`src/cit_pkg.sv`:
```
// shared widths, types and codes for the chunk index table
package cit_pkg;

   localparam int TOTAL_W  = 40;
   localparam int OFFSET_W = 32;
   localparam int COUNT_W  = 32;
   localparam int KIND_W   = 3;
   localparam int CHUNKS_W = 32;
   localparam int ELEMS_W  = 48;
   localparam int POS_W    = 4;

   typedef logic [TOTAL_W-1:0]  total_type;
   typedef logic [OFFSET_W-1:0] offset_type;
   typedef logic [COUNT_W-1:0]  count_type;
   typedef logic [KIND_W-1:0]   kind_type;
   typedef logic [CHUNKS_W-1:0] chunks_type;
   typedef logic [ELEMS_W-1:0]  elems_type;
   typedef logic [POS_W-1:0]    pos_type;

   localparam total_type TOTAL_MAX = {TOTAL_W{1'b1}};

   localparam logic OP_APPEND = 1'b0;
   localparam logic OP_FIND   = 1'b1;

   // broadcast to every cell of the chain
   typedef struct packed {
      logic       find;
      logic       load;
      logic       shift;
      total_type  total;
      offset_type offset;
      total_type  oid;
   } cell_cmd_type;

   // scan token handed from cell to cell; best is the running minimum gap
   // on a compaction scan and the found offset on a find
   typedef struct packed {
      logic       hit;
      offset_type best;
   } token_type;

   typedef struct packed {
      pos_type    entry_count;
      logic       dropped_valid;
      pos_type    dropped_entry;
      chunks_type kind_chunks;
      elems_type  kind_elements;
      pos_type    found_entry;
      offset_type found_offset;
      logic       find_error;
   } rsp_payload_type;

endpackage

```
`src/cit_cell.sv`:
```
// one table entry of the chain plus its stage of the scan token
module cit_cell #(
   parameter int IDX_W = 4
) (
   input  logic                 clock,
   input  cit_pkg::cell_cmd_type cmd,
   input  logic [IDX_W-1:0]     cell_id,
   input  logic [IDX_W-1:0]     sel_idx,
   input  logic [IDX_W-1:0]     used,
   input  cit_pkg::offset_type  prev_offset,
   input  cit_pkg::total_type   next_total,
   input  cit_pkg::offset_type  next_offset,
   input  cit_pkg::token_type   tok_prev,
   input  logic [IDX_W-1:0]     tok_idx_prev,
   output cit_pkg::total_type   total,
   output cit_pkg::offset_type  offset,
   output cit_pkg::token_type   tok,
   output logic [IDX_W-1:0]     tok_idx
);
   import cit_pkg::*;

   total_type         total_ff, total_in;
   offset_type        offset_ff, offset_in;
   token_type         tok_ff, tok_in;
   logic [IDX_W-1:0]  tok_idx_ff, tok_idx_in;
   logic              not_head;
   logic              gap_ok;
   offset_type        gap;

   always_comb begin
      not_head   = (cell_id != '0);
      gap_ok     = (offset_ff >= prev_offset);
      gap        = offset_ff - prev_offset;
      total_in   = total_ff;
      offset_in  = offset_ff;
      tok_in     = tok_prev;
      tok_idx_in = tok_idx_prev;

      if (cmd.load && (cell_id == sel_idx)) begin
         total_in  = cmd.total;
         offset_in = cmd.offset;
      end else if (cmd.shift && (cell_id >= sel_idx)) begin
         total_in  = next_total;
         offset_in = next_offset;
      end

      if (cmd.find) begin
         // first entry whose successor total passes the oid
         if (not_head && (cell_id < used) && !tok_prev.hit && (total_ff > cmd.oid)) begin
            tok_in.hit  = 1'b1;
            tok_idx_in  = cell_id - IDX_W'(1);
            tok_in.best = (cell_id == IDX_W'(1)) ? '0 : prev_offset;
         end
      end else begin
         // a falling offset never wins
         if (not_head && gap_ok && (gap < tok_prev.best)) begin
            tok_in.best = gap;
            tok_idx_in  = cell_id;
         end
      end
   end

   always_ff @(posedge clock) begin
      total_ff   <= total_in;
      offset_ff  <= offset_in;
      tok_ff     <= tok_in;
      tok_idx_ff <= tok_idx_in;
   end

   assign total   = total_ff;
   assign offset  = offset_ff;
   assign tok     = tok_ff;
   assign tok_idx = tok_idx_ff;

endmodule

```
`config.mk`:
```
export PLATFORM = sky130hd
export DESIGN_NAME = cit_cell
export DESIGN_NICKNAME = d
export VERILOG_FILES = /design/src/cit_pkg.sv /design/src/cit_cell.sv
export SDC_FILE = /design/constraint.sdc
export NUM_CORES = 1
export LEC_CHECK = 0
export BUFFER_PORTS_ARGS = -buffer_cell sky130_fd_sc_hd__buf_2
export CAP_MARGIN = 25
export CORE_MARGIN = 10
export CORE_UTILIZATION = 50
export CTS_BUF_LIST = sky130_fd_sc_hd__clkbuf_8
export DETAILED_ROUTE_END_ITERATION = 10
export PLACE_DENSITY = 0.87
export SETUP_SLACK_MARGIN = 0.1
export SYNTH_ARGS = -nofsm -noshare
export SYNTH_HDL_FRONTEND = slang
export SYNTH_SLANG_ARGS = --single-unit
```
`constraint.sdc`:
```
create_clock -name clock -period 5.07 [get_ports clock]
set_clock_uncertainty 0.05 [all_clocks]
set_input_delay 0.507 -clock clock [delete_from_list [all_inputs] [get_ports clock]]
set_output_delay 0.507 -clock clock [all_outputs]
set_load 0.02 [all_outputs]
```
==> out/results.txt, run 1 <==
The flow ran to the end, and the final reports show no timing, DRC or antenna violations. The post-CTS clock slew at the launch and capture registers of the worst setup and hold paths was 0.10 ns; the first-pass GRT wire length was 47400 µm. The worst path in the final design needs a cycle of 4.69 ns, including I/O delays and setup. The number of clock buffers added by TritonCTS is 9. Across the VDD grid, the largest voltage drop is 0.000177 V. Relative to the synthesized area, the layout overhead comes to 27.6%.

For this run, the number of standard cells in the final layout without fillers is 1517. Final hold analysis gives a worst-case slack of 0.302 ns. Class of the most critical setup path: reg -> reg. Sequential cells were found to cover 33.7% of the synthesized design area. Maximum clock rate: 213 MHz. Worst-case setup margin in the final layout: 0.379 ns. The die covers 22900 µm².

The leakage power figure came out at 0.00554 µW. The share of cells above drive strength 1 came out at 38.2%. The number of global-route vias before repair is 8914. Among all flip-flop cells after synthesis, the most frequent one is edfxtp_1.

The tools report the cell chosen for the clock root as clkbuf_8. The initial antenna violation count is 7. In this run the horizontal extent of the chip is 151 µm. For the worst setup path, the data arrival time is 4.92 ns. Dividing the detail-routed wire length by the instance count gives 21.1 µm. The synthesis-stage register bit count came out at 109. Setup repair after global routing left no endpoint under its margin. Data on the critical path is required at its endpoint by 5.30 ns.

For the setup-violating endpoint count in the final report, the log shows 0. The async set or reset register ratio after synthesis works out to 0%. The area inside the core boundary is 16800 µm², and the combined buffer and inverter count along the critical path is 2. After clock tree synthesis, the flow added hold-fix buffers numbering 0. The tools report the first-pass iteration count of the detailed router as 5. The detail route stage leaves a number of antenna-violating nets equal to 0. The tools report the total routed wirelength as 32000 µm. Number of port buffers: 377.

Post-synth design cell area: 8620 µm². Along the worst path, the maximum fanout reaches 17. Row count: 47. STA classifies the critical path endpoint as a flip-flop.

Counting every net in the synthesized netlist gives 1298. Total power density per cell area: 287 nW/µm². Total power for the finished layout comes to 3150 µW.

The signal on the critical path passes through inv_1 -> ha_1 -> fa_1 -> nand2b_1 -> a21oi_1 -> o21a_4 -> o21ai_0 -> o21a_1 -> o21ai_0 -> xor2_1 -> ha_1 -> and4_1 -> a21oi_1 -> nand2_1 -> o21ai_1 -> and3_1 -> a21oi_4 -> buf_12 -> a221o_1. The number of enable-type register cells in the synthesized netlist is 72. The clock sink count is 109. After synthesis, the netlist uses 63 different library cells.

TritonCTS built the clock tree. In the routed layout, each cell is associated on average with a via count of 5.69. For the pin with the worst max-slew slack, the measured transition is 0.926 ns. The max-slew violation total from the final report was 0.

Of the available clock period, the critical path in the final layout requires 92.5%. In the global route stage, overall resource usage came out at 26.6%. For this block, the initial DRC count from the detailed router was 602.

The detailed-route via count is 8627, and the mean post-synth cell area is 9.42 µm². Routability-driven placement finished with a final weighted congestion of 1.01. The class of the tightest hold or removal check was in -> reg. The run gives 73 as the largest net degree at the start of global routing. The H-tree was split into 3 levels. Minimum setup slack after placement: 0.135 ns.

The number of instances in the placed design is 1496, and the stage delay of the slowest cell on the critical path is 0.42 ns. Detailed placement ended at an HPWL of 26900 µm. For the number of hold violations in the final report, the log shows 0. The number of instances in the synthesized netlist is 915, and the deepest clock path buffer count is 2. The cell type of the slowest stage on the worst timing path is fa_1. The kind of cell with the highest combined delay along the critical path is compound AO/OA/AOI/OAI gates. For the worst-skew pair, the clock arrives at the later sink with an insertion delay of 0.39 ns. Effective utilization at floorplan: 51.4%. The Yosys step of the flow raised 0 warnings. For this run, the post-layout net count is 1671.

The die is 151 µm tall. Boundary pin count: 378. The worst setup path is launched from a flip-flop. The number of maximum-capacitance constraint violations was 0; the total congestion overflow after global routing was 0.

In this run the tightest slew margin relative to its limit is 38.1%. The DRC violations left is 0. Final total negative setup slack: 0 ns.
## path summary, 6_finish.rpt
kind | to | from | slack, ns | cells past startpoint
worst max-delay path | tok[7] | offset[0] | 0.38 | 19
worst min-delay path | tok[5] | tok_prev[5] | 0.30 | 2
worst max register to register | tok[7] | offset[0] | 0.38 | 19
worst min register to register | tok[0] | offset[0] | 0.80 | 3
## placed cells by master (no fill, tap or decap), types with 8 or more instances in the layout
cell type and count:
o21ai_0 40, a21o_1 19, a21oi_1 70, inv_1 123
and3_1 22, nand3_1 9, a221o_1 16, clkbuf_8 9
edfxtp_1 72, buf_4 12, xor2_1 8, mux2_2 72
nor3_1 11, nor2_1 39, dfxtp_1 37, nand2_1 64
nand4_1 22, a31oi_1 10, buf_2 377, ha_1 113
xnor2_1 19
## state kept, by name, summed over array words and instances, names as in the netlist
name / cells
total: 40
tok_idx: 4
tok: 33
offset: 32
## timing repair
item	CTS	global route
setup buffers	0	0
gates resized for setup	0	4
endpoints found under the setup margin	0	26
## worst reg2reg max path, cell delays in order, from the launching register on
cell and delay (ns):
edfxtp_1 0.39, inv_1 0.06, ha_1 0.22, fa_1 0.42, nand2b_1 0.18, a21oi_1 0.29, o21a_4 0.21, o21ai_0 0.18
o21a_1 0.25, o21ai_0 0.20, xor2_1 0.27, ha_1 0.28, and4_1 0.18, a21oi_1 0.14, nand2_1 0.07, o21ai_1 0.29
and3_1 0.34, a21oi_4 0.09, buf_12 0.19, a221o_1 0.30
## synthesized netlist by cell type, types with 8 or more instances
| library cell | count | share of area [%] |
|---|---|---|
| o21ai_0 | 41 | 2.4 |
| mux2_2 | 72 | 9.4 |
| xnor2_1 | 19 | 1.9 |
| nor3_1 | 11 | 0.64 |
| inv_1 | 122 | 5.3 |
| clkbuf_1 | 17 | 0.74 |
| edfxtp_1 | 72 | 25 |
| ha_1 | 113 | 16 |
| nor2_1 | 39 | 1.7 |
| a21o_1 | 19 | 1.7 |
| buf_2 | 10 | 0.58 |
| nand4_1 | 22 | 1.6 |
| a21oi_1 | 70 | 4.1 |
| xor2_1 | 8 | 0.81 |
| dfxtp_1 | 37 | 8.6 |
| nand2_1 | 65 | 2.8 |
| a31oi_1 | 10 | 0.73 |
| nand3_1 | 10 | 0.58 |
| a221o_1 | 16 | 1.9 |
| and3_1 | 22 | 1.6 |
## area by class of cell
type | instances | area, µm²
fill | 1379 | 5770
sequential | 109 | 2900
inverter | 123 | 462
multi-input combinational | 654 | 5150
tap | 220 | 275
antenna | 4 | 10.0
clock buffer | 9 | 124
clock inverter | 7 | 42.5
timing repair buffer | 391 | 2020
## metrics by stage
| step | util, % | instance area (µm²) |
|---|---|---|
| final | 65.6 | 11000 |
| after global placement | 64.3 | 10800 |
| after global routing | 65.6 | 11000 |
| after floorplan | - | 8620 |
| after detailed placement | 64.3 | 10800 |
| after CTS | 65.3 | 10900 |
## routing by layer
metal / track usage, % / wire length [µm] / vias to the layer above
met5: 0 / 40 / -
met4: 11.7 / 1210 / 6
met2: 48.1 / 16500 / 426
li1: - / - / 4106
met3: 6.95 / 2880 / 78
met1: 28.4 / 11300 / 4011
## report_power, final
| part | internal (µW) | switching [µW] |
|---|---|---|
| combinational | 599 | 887 |
| sequential | 1090 | 68.4 |
| clock | 177 | 329 |
## kinds of logic (layout without fill, tap and decap cells)
logic type | Yosys count | after routing | share of synthesized area (%)
DFF | 109 | 109 | 33.7
muxes | 75 | 75 | 9.76
AOI/OAI and AO/OA | 229 | 229 | 18.0
adders and majority gates | 114 | 114 | 16.6
buffers and inverters | 152 | 530 | 6.94
and+or+nand+nor | 209 | 209 | 12.2
other | 0 | 4 | 0
xor gates and xnor gates | 27 | 27 | 2.74
No activity file was read; power rests on OpenSTA's default activity.
==> run 2: changes to the inputs <==
- SETUP_SLACK_MARGIN: 0.1 -> 0.5
==> run 2 against run 1 <==
Register-to-register slack better by 0.29 ns. Critical path depth stayed put. Final area is 1.2% higher. Worst hold slack worse by 0.0016 ns. Core utilization is 0.80 points higher. Via count is 0.41% higher. Die area stayed put. Sequential power hardly changed. Clock power hardly changed. Maximum frequency is 6.5% higher. Power is 1.3% higher. Critical path type unchanged. Critical endpoint unchanged. Largest cell class unchanged. Highest routed layer unchanged.
==> out/results.txt, run 2 (synthesis results as in run 1) <==
The flow ran to the end, and the final reports show no timing, DRC or antenna violations. The post-detailed-route wirelength per cell is 21.2 µm (+0.77%), and the post-layout instance count excluding filler cells is 1519 (+0.13%). Width of the die: 151 µm (unchanged). The flip-flop count of the largest register, all copies and words added is 40 (unchanged). The tools report the clock latency on the worst-skew pair as 0.40 ns (about the same). The run gives 38.5% (+0.41 points) as the relative slew slack. The utilization after layout was 66.4% (+0.80 points); the final critical delay including setup and external delays was 4.40 ns (-0.288 ns). The number of nets in the finished design came out at 1673 (+0.12%). The initial antenna violation count is 7 (unchanged). The library cells used most frequently in the layout, excluding fill and tap cells, are buf_2 (377), inv_1 (123), ha_1 (106).

TritonCTS built the clock tree. For the first-pass GRT wire length, the log shows 47400 µm (about the same). The run gives 32300 µm (+0.91%) as the total routed wirelength. Leaving out fill and tap cells, the most frequent cell in the layout is buf_2.

The total power density per cell area works out to 287 nW/µm² (about the same). The number of port buffers was 377 (unchanged). The area enclosed by the die boundary came out at 22900 µm² (unchanged). The number of hold buffers added after cts is 0 (unchanged), and the measured slew at the worst slew-check pin is 0.920 ns (-0.00621 ns). The total of fill cells in the finished design is 1370 (-0.65%), and the placer congestion estimate is 1.01 (unchanged). The DRC violations left is 0 (unchanged), and the depth of the CTS H-tree is 3 (unchanged). The logs give 378 (unchanged) for the boundary pin count and 0 (unchanged) for the max-slew violation total from the final report. The run gives 26.6% (about the same) as the total global-route track usage. The net switching power is 1300 µW (+1.6%), and the number of DRC markers after the initial detailed-route iteration is 630 (+4.7%). The share of total power in the clock network is 15.9% (about the same), and the floorplan die height is 151 µm (unchanged).

Worst IR drop on VDD: 0.000178 V (+0.10%). The logic gate share of total power was 47.6% (+0.5 points). The critical path is of the reg -> reg type. For the largest net degree at the start of global routing, the log shows 73 (unchanged). The worst setup path is launched from a flip-flop. The synthesis-to-finish area growth is 29.1%, and the setup-violating endpoint count in the final report is 0 (unchanged). The tools report the row count as 47 (unchanged).

The run gives 5.30 ns (about the same) as the required time of the critical path. The data arrival at the endpoint of the critical path is 4.63 ns (-0.29 ns), and the detailed-route via count is 8662 (+0.41%). The number of clock buffers inserted by TritonCTS was 9 (unchanged). The detailed-route vias per instance was 5.70 (+0.27%). Class of the tightest hold or removal check: in -> reg. The number of global-route vias before repair is 8914 (unchanged). The first-pass iteration count of the detailed router came out at 6 (+1).

The top fanout value on the critical path is 17 (unchanged), and the post-detailed-placement half-perimeter wirelength is 26900 µm (unchanged). The power share of the sequential group was 36.4% (-0.4 points); the number of maximum-capacitance constraint violations was 0 (unchanged). The run gives 51.4% (unchanged) as the effective utilization at floorplan. The run gives 0 (unchanged) as the total congestion overflow after global routing. The tools report the cell chosen for the clock root as clkbuf_8. The logs give 1890 µW (+1.1%) for the internal power and 227 MHz (+6.5%) for the maximum clock rate.

Switching part of the total: 40.8% (+0.11 points). The ratio of final minimum period to clock period was 86.8% (-5.7 points). The post-CTS clock slew at the launch and capture registers of the worst setup and hold paths was 0.10 ns (about the same); the number of instances in the placed design was 1496 (unchanged).

The deepest clock path buffer count is 2 (unchanged). The final total negative setup slack came out at 0 ns (unchanged). The share of cells above drive strength 1 was 39.8% (+1.6 points). For the leakage power figure, the log shows 0.00555 µW (+0.21%). The logs give 109 (unchanged) for the clock sink count and 0 (unchanged) for the number of hold violations in the final report.

The area inside the core boundary was 16800 µm² (unchanged); the residual antenna-violating net count after detailed routing was 0 (unchanged). Setup repair after global routing could not meet its margin everywhere. The kind of end point of the critical path is a flip-flop.
[run 2: metal layers]
layer | global-route usage [%] | part of all wire (%)
met5 | 0 | 0.12
met4 | 11.7 | 3.7
met1 | 28.4 | 35
met2 | 48.1 | 52
met3 | 6.95 | 9.1
[run 2: final cells by class]
type	instances	area, µm²	area share [%]
Antenna cell	4	10.0	0.0900
Clock buffer	9	124	1.11
Clock inverter	7	42.5	0.382
Inverter	123	462	4.15
Multi-Input combinational cell	654	5270	47.3
Sequential cell	109	2900	26.1
Tap cell	220	275	2.47
Timing Repair Buffer	393	2040	18.4
[run 2: metrics by stage]
stage / total power, µW / hold slack [ns] / area [µm²] / setup WS, ns
final: 3200 / 0.301 / 11100 / 0.668
after global placement: 2600 / 0.698 / 10800 / 0.263
after floorplan: 2130 / 0.564 / 8620 / 0.835
after detailed placement: 2640 / 0.701 / 10800 / 0.135
after global routing: 3380 / 0.302 / 11100 / 0.494
after CTS: 3150 / 0.286 / 10900 / 0.538
[run 2: final timing paths]
kind                    start     end  slack (ns)  cells past startpoint
setup / recovery    offset[0]  tok[7]        0.67                     19
hold / removal    tok_prev[5]  tok[5]        0.30                      2
setup reg to reg    offset[0]  tok[7]        0.67                     19
hold reg to reg     offset[0]  tok[0]        0.80                      3
[run 2: timing repair]
| item | CTS | global route |
|---|---|---|
| endpoints found under the setup margin | 28 | 36 |
| setup buffers | 0 | 2 |
| pin swaps | 0 | 7 |
| gates resized for setup | 4 | 27 |
[run 2: worst max-delay path, cell delays in order (launching register included)]
cell	delay, ns
edfxtp_1	0.39
inv_1	0.06
ha_1	0.22
fa_1	0.41
nand2b_1	0.19
a21oi_2	0.23
o21a_4	0.19
o21ai_0	0.17
o21a_1	0.25
o21ai_1	0.16
xor2_1	0.25
ha_1	0.28
and4_1	0.18
a21oi_1	0.13
nand2_1	0.08
o21ai_2	0.23
and3_4	0.26
a21oi_4	0.07
buf_12	0.19
a221o_1	0.30
[run 2: power groups by stage]
stage	Clock (µW)	Combinational [µW]	Sequential, µW
3_5_place_dp	0	1460	1180
6_report	509	1520	1160
3_3_place_gp	0	1430	1180
2_1_floorplan	0	790	1330
4_1_cts	517	1470	1160
5_1_grt	547	1660	1170
