--- config.mk ---
export PLATFORM = sky130hd
export DESIGN_NAME = cit_kind_counters
export DESIGN_NICKNAME = d
export VERILOG_FILES = /design/src/cit_pkg.sv /design/src/cit_kind_counters.sv
export SDC_FILE = /design/constraint.sdc
export NUM_CORES = 1
export LEC_CHECK = 0
export BUFFER_PORTS_ARGS = -buffer_cell sky130_fd_sc_hd__clkbuf_2
export CAP_MARGIN = 5
export CORE_ASPECT_RATIO = 0.6
export CORE_MARGIN = 3
export CORE_UTILIZATION = 26
export CTS_BUF_LIST = sky130_fd_sc_hd__clkbuf_4 sky130_fd_sc_hd__clkbuf_8
export CTS_CLUSTER_DIAMETER = 120
export DETAILED_ROUTE_END_ITERATION = 12
export GPL_TIMING_DRIVEN = 1
export PLACE_DENSITY = 0.39
export SKIP_CTS_REPAIR_TIMING = 1
export SKIP_LAST_GASP = 1
export SYNTH_ARGS = -nofsm -noshare
export SYNTH_HDL_FRONTEND = slang
export SYNTH_SLANG_ARGS = --single-unit
--- constraint.sdc ---
create_clock -name clock -period 12 [get_ports clock]
set_input_delay 3 -clock clock [delete_from_list [all_inputs] [get_ports clock]]
set_output_delay 3 -clock clock [all_outputs]
set_load 0.01 [all_outputs]
--- src/cit_pkg.sv ---
// shared widths, types and codes for the chunk index table
package cit_pkg;

   localparam int TOTAL_W  = 40;
   localparam int OFFSET_W = 32;
   localparam int COUNT_W  = 32;
   localparam int KIND_W   = 3;
   localparam int CHUNKS_W = 32;
   localparam int ELEMS_W  = 48;
   localparam int POS_W    = 4;

   typedef logic [TOTAL_W-1:0]  total_type;
   typedef logic [OFFSET_W-1:0] offset_type;
   typedef logic [COUNT_W-1:0]  count_type;
   typedef logic [KIND_W-1:0]   kind_type;
   typedef logic [CHUNKS_W-1:0] chunks_type;
   typedef logic [ELEMS_W-1:0]  elems_type;
   typedef logic [POS_W-1:0]    pos_type;

   localparam total_type TOTAL_MAX = {TOTAL_W{1'b1}};

   localparam logic OP_APPEND = 1'b0;
   localparam logic OP_FIND   = 1'b1;

   // broadcast to every cell of the chain
   typedef struct packed {
      logic       find;
      logic       load;
      logic       shift;
      total_type  total;
      offset_type offset;
      total_type  oid;
   } cell_cmd_type;

   // scan token handed from cell to cell; best is the running minimum gap
   // on a compaction scan and the found offset on a find
   typedef struct packed {
      logic       hit;
      offset_type best;
   } token_type;

   typedef struct packed {
      pos_type    entry_count;
      logic       dropped_valid;
      pos_type    dropped_entry;
      chunks_type kind_chunks;
      elems_type  kind_elements;
      pos_type    found_entry;
      offset_type found_offset;
      logic       find_error;
   } rsp_payload_type;

endpackage

--- src/cit_kind_counters.sv ---
// per-kind chunk and element counters
module cit_kind_counters #(
   parameter int KIND_COUNT = 8
) (
   input  logic                clock,
   input  logic                reset,
   input  logic                upd,
   input  cit_pkg::kind_type   kind,
   input  cit_pkg::count_type  count,
   output cit_pkg::chunks_type kind_chunks,
   output cit_pkg::elems_type  kind_elems
);
   import cit_pkg::*;

   localparam int KW = (KIND_COUNT > 1) ? $clog2(KIND_COUNT) : 1;
   localparam logic [KIND_W+1:0] KIND_LIMIT = (KIND_W+2)'(KIND_COUNT);

   chunks_type        chunks_ff [KIND_COUNT];
   elems_type         elems_ff [KIND_COUNT];
   chunks_type        chunks_in;
   elems_type         elems_in;
   logic [KW-1:0]     sel;
   logic              in_range;

   always_comb begin
      in_range  = ((KIND_W+2)'(kind) < KIND_LIMIT);
      sel       = KW'(kind);
      chunks_in = chunks_ff[sel] + CHUNKS_W'(1);
      elems_in  = elems_ff[sel] + ELEMS_W'(count);
   end

   assign kind_chunks = in_range ? chunks_in : '0;
   assign kind_elems  = in_range ? elems_in : '0;

   always_ff @(posedge clock) begin
      if (reset) begin
         for (int k = 0; k < KIND_COUNT; k++) begin
            chunks_ff[k] <= '0;
            elems_ff[k]  <= '0;
         end
      end else if (upd && in_range) begin
         chunks_ff[sel] <= chunks_in;
         elems_ff[sel]  <= elems_in;
      end
   end

endmodule

==> results by group, run 1 <==
Synthesis
  – Post-synthesis sequential area ratio: 0.640
  – #FFs+latches synth: 640
  – Synth Warn #: 0
  – Ys flop type: edfxtp_1
  – Top cells by area, synth: edfxtp_1, nor2_1, mux4_2, mux2i_1, a22oi_1
  – Async S/R FF share, synth: 0
  – Syn Area/Cell: around 13 um2
  – Post-synth top area share: 0.640
  – Post-synth cell types: 81
  – Synthesized netlist cell count: approximately 2400
  – Post-Syn Nets: roughly 2400
  – Dominant cell type by area after synthesis: edfxtp_1
  – Mapped Area: 30000 um2
  – Post-synth EDFFs: 640

Floorplanning
  – Die Span Y: roughly 270 um
  – Area of the die: between 100000 and 150000 um2
  – Die X: approximately 440 um
  – # IOs: between 100 and 150
  – Site Rows: between 90 and 100
  – Initial core utilization: 0.265
  – CORE AREA: around 110000 um2

Drt
  – Routed len/inst: approximately 27 um
  – DRT Pass-1 Iters: 6
  – Via count: 20737
  – Via-to-Cell Ratio: roughly 5.0
  – Total routed wirelength: approximately 110000 um
  – Starting DRT DRC Count: 2082
  – DR DRC count: 0
  – Post-DRT Antenna Nets: 0

Placement
  – DP Wirelength: between 60000 and 70000 um
  – IO buf count: 117
  – Gpl congestion: just under 0.9
  – Placed cell area: between 30000 and 40000 um2

Global routing
  – Largest net degree at the start of global routing: 71
  – GRT Total Usage: 0.183
  – Vias in the first global route: approximately 21000
  – Total gr overflow: 0
  – Initial antenna violation count: 4
  – Wire length of the first global-routing pass: 159000 um

Timing
  – TNS Setup: 0 ps
  – Fmax: 87.6 MHz
  – Worst-Margin Slew: approximately 1300 ps
  – Slew Limit Fails: 0
  – Final setup viols: 0
  – Fin Clk Skew: around 45 ps
  – Tcrit/Tclk final: 0.951
  – Fin crit period: approximately 11000 ps
  – Hold WS: 996 ps
  – Final count of hold timing violations: 0
  – Max_slew headroom: 0.140
  – RSZ-0062 raised after global routing: false

Run
  – Max-cap violations: 0

Cells and area
  – Most common cell after layout, fill and taps aside: nor2_1
  – Nets: 2602
  – Area grow syn2layout: 15.5%
  – Commonest non-fill, non-tap cells in the layout: nor2_1, edfxtp_1, clkbuf_2
  – Share of post-route cells with drive strength above 1: 0.198
  – Total of fill cells in the finished design: about 11000
  – Design area: 34700 um2

Critical path
  – R2R Path Start: elems_ff[3][6]
  – Critical path's slowest cell: nor2_1
  – Critical Path Sink Type: output port
  – Reg2Reg Depth: 13
  – CP peak stage delay: 910 ps
  – Critical path type: in2out
  – Critical Path RT: around 9000 ps
  – R2R Path End: elems_ff[4][27]
  – Setup crit end: kind_elems[27]
  – CP Launch Type: input port
  – Slack of the worst reg-to-reg path: 6880 ps
  – Crit path from: kind[2]
  – Crit path cell chain: buf_6 -> inv_1 -> nor2_1 -> a221oi_1 -> o21ai_0 -> ha_1 -> inv_1 -> nor2_1 -> a31oi_1 -> o21ai_0 -> a21oi_1 -> o21ai_0 -> xnor2_1 -> inv_1 -> clkbuf_2
  – Critical path peak fanout: 34
  – Worst EP arrival: 8410 ps
  – Stages on worst setup path: 15
  – Family with the most delay on the worst path: compound AO/OA/AOI/OAI gates
  – Bufs and invs on worst path: 5

Pwr
  – Static Leakage: between 10 and 15 nW
  – Pwr/cell area: about 150 nW/um2
  – Max VDD drop: between 70 and 80 uV
  – Design Power: ~5.4 mW

Clocking
  – Clk Latency, worst-skew pair: 800 ps
  – Root Driver: clkbuf_8
  – CTS Buf Count: 101
  – H-tree lvl count: 3
  – CTS sink count: 640
  – Clock transition at path regs: approximately 60 ps
  – Clock Tree Buf Depth: 3
  – CTS tree: done

Run status
  – Run status: complete, no violations

Hold path
  – Hold crit path type: reg2reg
[cell families after synthesis]
group,after synthesis,share of synthesized area
fa+ha+maj,34,0.0144
xor+xnor,73,0.0225
mux,163,0.0874
compound gates,309,0.0720
flops,640,0.640
buf+inv,241,0.0361
simple gates,898,0.128
[worst reg2reg max path, cell delays in order, from the launching register on]
cell and delay [ps]:
edfxtp_1 380, a22o_1 210, a221oi_1 220, nand3_1 130, ha_1 410, a2111oi_0 400
o21ai_0 270, a31oi_1 690, o21ai_0 490, a21oi_1 510, o21ai_0 230, xnor2_1 530
buf_4 270, nor2_1 60
[state kept, by name, indices dropped and copies added (netlist names)]
| register | flops |
|---|---|
| chunks_ff | 256 |
| elems_ff | 384 |
[per-layer routing]
layer	part of all wire	global-route usage
met5	0.00011	0
met4	0.013	0.0293
met3	0.072	0.0485
met2	0.42	0.265
met1	0.49	0.277
[synth_stat cells, types with 11 or more instances]
master / instances
xor2_1: 39
nand4_1: 24
a22o_1: 11
a31oi_1: 12
nor2_1: 654
inv_1: 85
mux4_1: 11
a22oi_1: 70
ha_1: 33
a221oi_1: 28
buf_1: 13
mux2i_1: 61
nand2b_1: 12
buf_2: 14
o21ai_0: 43
a21oi_1: 62
a21o_1: 12
clkbuf_1: 102
nor3_1: 14
xnor2_1: 29
buf_6: 13
nand2_1: 78
and3_1: 32
mux4_2: 62
edfxtp_1: 640
nand3_1: 29
mux2_2: 28
[per-stage QoR]
| stage | instances | utilization | setup slack (ps) |
|---|---|---|---|
| 3_5_place_dp | 3929 | 0.289 | 573 |
| 4_1_cts | 4113 | 0.306 | 540 |
| 5_1_grt | 4115 | 0.306 | 296 |
| 6_report | 4115 | 0.306 | 590 |
| 3_3_place_gp | 3929 | 0.289 | 546 |
| 2_1_floorplan | 2358 | - | 1270 |
[worst min path at each step]
stage                                 from          endpoint  slack (ps)  cells after the start
after global placement    chunks_ff[2][31]  chunks_ff[1][31]         960                      5
after detailed placement  chunks_ff[2][31]  chunks_ff[7][31]         970                      5
after global routing      chunks_ff[4][31]  chunks_ff[2][31]        1050                      5
after floorplan           chunks_ff[2][31]  chunks_ff[0][31]         810                      4
after CTS                 chunks_ff[2][31]  chunks_ff[2][31]         990                      5
final                     chunks_ff[2][31]  chunks_ff[2][31]        1000                      5
[final cells by class]
cell class	count	area, um2	area share
Inverter	87	328	0.00945
Tap cell	1503	1880	0.0542
Sequential cell	640	19200	0.554
Multi-Input combinational cell	1477	9900	0.285
Clock inverter	63	388	0.0112
Antenna cell	1	2.50	0.0000721
Timing Repair Buffer	223	1430	0.0413
Clock buffer	121	1540	0.0444
[power breakdown]
part	total [mW]	internal, mW	leakage [nW]	switching, mW
Sequential	2.59	2.56	6.64	0.0270
Combinational	0.881	0.263	5.57	0.618
Clock	1.88	0.936	1.02	0.942
Total	5.35	3.76	13.2	1.59
No activity file was read; power rests on OpenSTA's default activity.
==> inputs of run 2 (changes only) <==
Settings changed: RECOVER_POWER set to 50.
==> results by group, run 2 (synthesis gave the netlist of run 1 again) <==
Critical path
  – Family with the most delay on the worst path: compound AO/OA/AOI/OAI gates
  – Bufs and invs on worst path: 6 (+1)
  – Crit path cell chain: buf_4 -> clkinvlp_2 -> nand2_1 -> nor2_2 -> buf_4 -> a221oi_1 -> nand3_1 -> ha_1 -> nand4_1 -> or3b_2 -> o21ai_0 -> o21ai_0 -> a31o_2 -> a211oi_1 -> xor2_1 -> buf_4 -> inv_1 -> clkbuf_2
  – Critical Path RT: 9000 ps (about the same)
  – CP peak stage delay: 500 ps (-410 ps)
  – Critical path peak fanout: 19 (-44%)
  – CP Launch Type: input port
  – Critical path type: in2out
  – Worst EP arrival: 8470 ps (+60 ps)
  – Critical Path Sink Type: output port
  – Critical path's slowest cell: ha_1
  – Crit-path most repeated cell: buf_4

Clocking
  – Clock transition at path regs: 60 ps (about the same)
  – CTS Buf Count: 101 (unchanged)
  – H-tree lvl count: 3 (unchanged)
  – CTS tree: done
  – CTS sink count: 640 (unchanged)
  – Clock Tree Buf Depth: 3 (unchanged)
  – Root Driver: clkbuf_8
  – Clk Latency, worst-skew pair: 800 ps (about the same)

Floorplanning
  – Initial core utilization: 0.265 (unchanged)
  – Die Span Y: 269 um (unchanged)
  – Die X: 445 um (unchanged)
  – Site Rows: 95 (unchanged)
  – # IOs: 118 (unchanged)
  – CORE AREA: 113000 um2 (unchanged)
  – Area of the die: 120000 um2 (unchanged)

Timing
  – Fin crit period: 11470 ps (+57.4 ps)
  – Slew Limit Fails: 1158 (+1158)
  – Max_slew headroom: -1.98 (-2.12)
  – Worst-Margin Slew: 4470 ps (+3220 ps)
  – Fmax: 87.2 MHz (-0.50%)
  – Fin Clk Skew: 45.6 ps (+0.643 ps)
  – Tcrit/Tclk final: 0.956 (+0.00478)
  – Final setup viols: 0 (unchanged)
  – Final count of hold timing violations: 0 (unchanged)
  – RSZ-0062 raised after global routing: false
  – TNS Setup: 0 ps (unchanged)

Cells and area
  – Max reg flops: 384 (unchanged)
  – Share of post-route cells with drive strength above 1: 0.186 (-0.0119)
  – Top Registers: elems_ff x384, chunks_ff x256
  – Commonest non-fill, non-tap cells in the layout: nor2_1, edfxtp_1, clkbuf_2
  – Total of fill cells in the finished design: 11501 (+0.37%)
  – Nets: 2602 (unchanged)
  – Core Util, Final: 0.305 (-0.00170)
  – Most common cell after layout, fill and taps aside: nor2_1
  – Top reg by flops: elems_ff
  – Post-Layout Cell Count: 4116 (+0.024%)
  – Area grow syn2layout: 14.8%

Pwr
  – Pwr/cell area: 155 nW/um2 (+0.50%)
  – Static Leakage: 13.0 nW (-1.4%)
  – Max VDD drop: 73.4 uV (-0.82%)

Drt
  – Routed len/inst: 27.1 um (-0.12%)
  – Total routed wirelength: 112000 um (about the same)
  – Via count: 20797 (+0.29%)
  – Via-to-Cell Ratio: 5.05 (+0.26%)
  – Starting DRT DRC Count: 2051 (-1.5%)
  – DRT Pass-1 Iters: 6 (unchanged)
  – Post-DRT Antenna Nets: 0 (unchanged)
  – DR DRC count: 0 (unchanged)

Placement
  – Placed cells: 3929 (unchanged)
  – IO buf count: 117 (unchanged)
  – Gpl congestion: 0.881 (unchanged)
  – DP Wirelength: 64900 um (unchanged)

Global routing
  – Wire length of the first global-routing pass: 159000 um (unchanged)
  – Largest net degree at the start of global routing: 71 (unchanged)
  – Total gr overflow: 0 (unchanged)
  – GRT Total Usage: 0.183 (unchanged)
  – Initial antenna violation count: 4 (unchanged)
  – Vias in the first global route: 21005 (unchanged)

Hold path
  – Hold crit path type: reg2reg

Run status
  – Run status: complete, but fails checks
  – Failing checks: capacitance limit, slew limit

Run
  – Max-cap violations: 29 (+29)
## run 2: cell type report
class / instances / area [um2] / area share
Multi-Input combinational cell: 1477 / 9770 / 0.283
Tap cell: 1503 / 1880 / 0.0545
Clock inverter: 63 / 388 / 0.0112
Antenna cell: 2 / 5.00 / 0.000145
Inverter: 87 / 328 / 0.00950
Sequential cell: 640 / 19200 / 0.557
Clock buffer: 121 / 1540 / 0.0446
Timing Repair Buffer: 223 / 1370 / 0.0396
## run 2: final timing paths
| check | cells after the start | endpoint | from | slack (ps) |
|---|---|---|---|---|
| setup / recovery | 18 | kind_elems[34] | kind[0] | 530 |
| hold / removal | 5 | chunks_ff[6][31] | chunks_ff[2][31] | 1000 |
| setup reg to reg | 13 | elems_ff[4][27] | elems_ff[3][6] | 6770 |
| hold reg to reg | 5 | chunks_ff[6][31] | chunks_ff[2][31] | 1000 |
## run 2: metrics by stage
step	hold WS, ps	setup slack, ps	total power [mW]	area, um2
after CTS	989	540	5.40	34700
final	1000	533	5.35	34500
after global placement	959	546	3.52	32800
after global routing	1050	154	5.58	34500
after floorplan	806	1270	3.11	30000
after detailed placement	971	573	3.52	32800
## run 2: worst reg2reg max path: cells and delay by family, from the launching register on
kind	cells	cell delay, ps
buf+inv	1	270
compound gates	8	3010
xor+xnor	1	530
simple gates	2	190
fa+ha+maj	1	410
flops	1	380
## run 2: power by group
group,internal [mW],switching (mW)
Clock,0.936,0.938
Sequential,2.57,0.0269
Combinational,0.261,0.615
## run 2: per-layer routing
metal | GRT usage | part of all wire | up-vias
li1 | - | - | 9034
met4 | 0.0293 | 0.014 | 2
met1 | 0.277 | 0.49 | 10908
met3 | 0.0485 | 0.074 | 118
met2 | 0.265 | 0.42 | 735
met5 | 0 | 0.00011 | -
==> inputs of run 3 (changes only) <==
Settings changed: RECOVER_POWER 50 to 100.
==> results by group, run 3 (synthesis gave the netlist of run 1 again) <==
Critical path
  – Critical Path Sink Type: output port
  – CP Launch Type: input port
  – CP peak stage delay: 550 ps (+50 ps)
  – Critical Path RT: 9000 ps (about the same)
  – Bufs and invs on worst path: 5 (-1)
  – Critical path type: in2out
  – Crit path cell chain: buf_4 -> clkinvlp_2 -> nand2_1 -> nor2_2 -> buf_4 -> a221oi_1 -> nand3_1 -> ha_1 -> nand4_1 -> or3b_2 -> o21ai_0 -> o21ai_0 -> a31o_2 -> a211oi_2 -> xor2_1 -> inv_1 -> clkbuf_1
  – Family with the most delay on the worst path: compound AO/OA/AOI/OAI gates
  – Critical path peak fanout: 19 (unchanged)
  – Worst EP arrival: 8530 ps (+60 ps)
  – Critical path's slowest cell: xor2_1

Clocking
  – CTS sink count: 640 (unchanged)
  – CTS tree: done
  – Clk Latency, worst-skew pair: 800 ps (about the same)
  – H-tree lvl count: 3 (unchanged)
  – Clock Tree Buf Depth: 3 (unchanged)
  – CTS Buf Count: 101 (unchanged)
  – Clock transition at path regs: 60 ps (about the same)
  – Root Driver: clkbuf_8

Run
  – Max-cap violations: 32 (+10%)

Global routing
  – Largest net degree at the start of global routing: 71 (unchanged)
  – GRT Total Usage: 0.183 (unchanged)
  – Initial antenna violation count: 3 (-1)
  – Wire length of the first global-routing pass: 159000 um (unchanged)
  – Total gr overflow: 0 (unchanged)
  – Vias in the first global route: 21005 (unchanged)

Timing
  – Max_slew headroom: -1.94 (+0.0395)
  – Final setup margin: 472 ps (-60.9 ps)
  – Fmax: 86.7 MHz (-0.53%)
  – Final setup viols: 0 (unchanged)
  – Final count of hold timing violations: 0 (unchanged)
  – Worst-Margin Slew: 4410 ps (-59.2 ps)
  – Fin Clk Skew: 48.3 ps (+2.74 ps)
  – Slew Limit Fails: 1273 (+9.9%)
  – TNS Setup: 0 ps (unchanged)
  – RSZ-0062 raised after global routing: false
  – Tcrit/Tclk final: 0.961 (+0.00507)
  – Fin crit period: 11530 ps (+60.9 ps)

Drt
  – DR DRC count: 0 (unchanged)
  – Via-to-Cell Ratio: 5.04 (-0.24%)
  – Starting DRT DRC Count: 2118 (+3.3%)
  – Via count: 20747 (-0.24%)
  – DRT Pass-1 Iters: 7 (+1)
  – Post-DRT Antenna Nets: 0 (unchanged)
  – Routed len/inst: 27.1 um (about the same)
  – Total routed wirelength: 111000 um (about the same)

Floorplanning
  – # IOs: 118 (unchanged)
  – Site Rows: 95 (unchanged)
  – Area of the die: 120000 um2 (unchanged)
  – CORE AREA: 113000 um2 (unchanged)
  – Initial core utilization: 0.265 (unchanged)
  – Die X: 445 um (unchanged)
  – Die Span Y: 269 um (unchanged)

Run status
  – Failing checks: capacitance limit, slew limit
  – Run status: complete, but fails checks

Cells and area
  – Nets: 2602 (unchanged)
  – Share of post-route cells with drive strength above 1: 0.138 (-0.0479)
  – Top Registers: elems_ff x384, chunks_ff x256
  – Commonest non-fill, non-tap cells in the layout: nor2_1, edfxtp_1, clkbuf_1
  – Area grow syn2layout: 13.7%
  – Design area: 34200 um2 (-0.98%)
  – Max reg flops: 384 (unchanged)
  – Top reg by flops: elems_ff
  – Most common cell after layout, fill and taps aside: nor2_1

Placement
  – Post-place setup slack: 573 ps (unchanged)
  – Placed cell area: 32800 um2 (unchanged)
  – IO buf count: 117 (unchanged)
  – Gpl congestion: 0.881 (unchanged)
  – DP Wirelength: 64900 um (unchanged)

Pwr
  – Pwr/cell area: 155 nW/um2 (+0.28%)
  – Max VDD drop: 74.1 uV (+1.0%)
  – Static Leakage: 12.6 nW (-3.0%)

Hold path
  – Hold crit path type: reg2reg
[run 3: final cells by class]
| type | count | area (um2) |
|---|---|---|
| antenna | 2 | 5.00 |
| clock buffer | 121 | 1540 |
| clock inverter | 63 | 388 |
| fill | 11583 | 79100 |
| inverter | 87 | 328 |
| multi-input combinational | 1477 | 9700 |
| sequential | 640 | 19200 |
| tap | 1503 | 1880 |
| timing repair buffer | 223 | 1090 |
[run 3: final timing paths]
path	start	end	slack (ps)	depth (start not counted)
max reg2reg	elems_ff[3][6]	elems_ff[4][27]	6650	13
max	kind[0]	kind_elems[44]	470	17
min reg2reg	elems_ff[0][40]	elems_ff[6][40]	1020	3
min	elems_ff[0][40]	elems_ff[6][40]	1020	3
[run 3: per-layer routing]
layer | part of all wire | GRT usage
met3 | 0.067 | 0.0485
met4 | 0.014 | 0.0293
met5 | 0.00011 | 0
met2 | 0.42 | 0.265
met1 | 0.49 | 0.277
[run 3: stage by stage]
stage                      util  hold slack (ps)  instances  power (mW)
after global routing      0.302             1080       4115        5.53
after CTS                 0.306              989       4113        5.40
final                     0.302             1020       4116        5.31
after floorplan               -              806       2358        3.11
after detailed placement  0.289              971       3929        3.52
after global placement    0.289              959       3929        3.52
[run 3: where the power goes]
| group | switching (mW) | leakage (nW) | internal [mW] |
|---|---|---|---|
| Clock | 0.941 | 1.02 | 0.936 |
| Sequential | 0.0269 | 6.64 | 2.57 |
| Combinational | 0.615 | 4.99 | 0.219 |
[run 3: worst min-delay path, delay by kind of cell, from the launching register on]
| kind | cells | cell delay [ps] |
|---|---|---|
| DFF | 1 | 320 |
| muxes | 1 | 270 |
| AOI/OAI and AO/OA | 1 | 160 |
| xor gates and xnor gates | 1 | 150 |
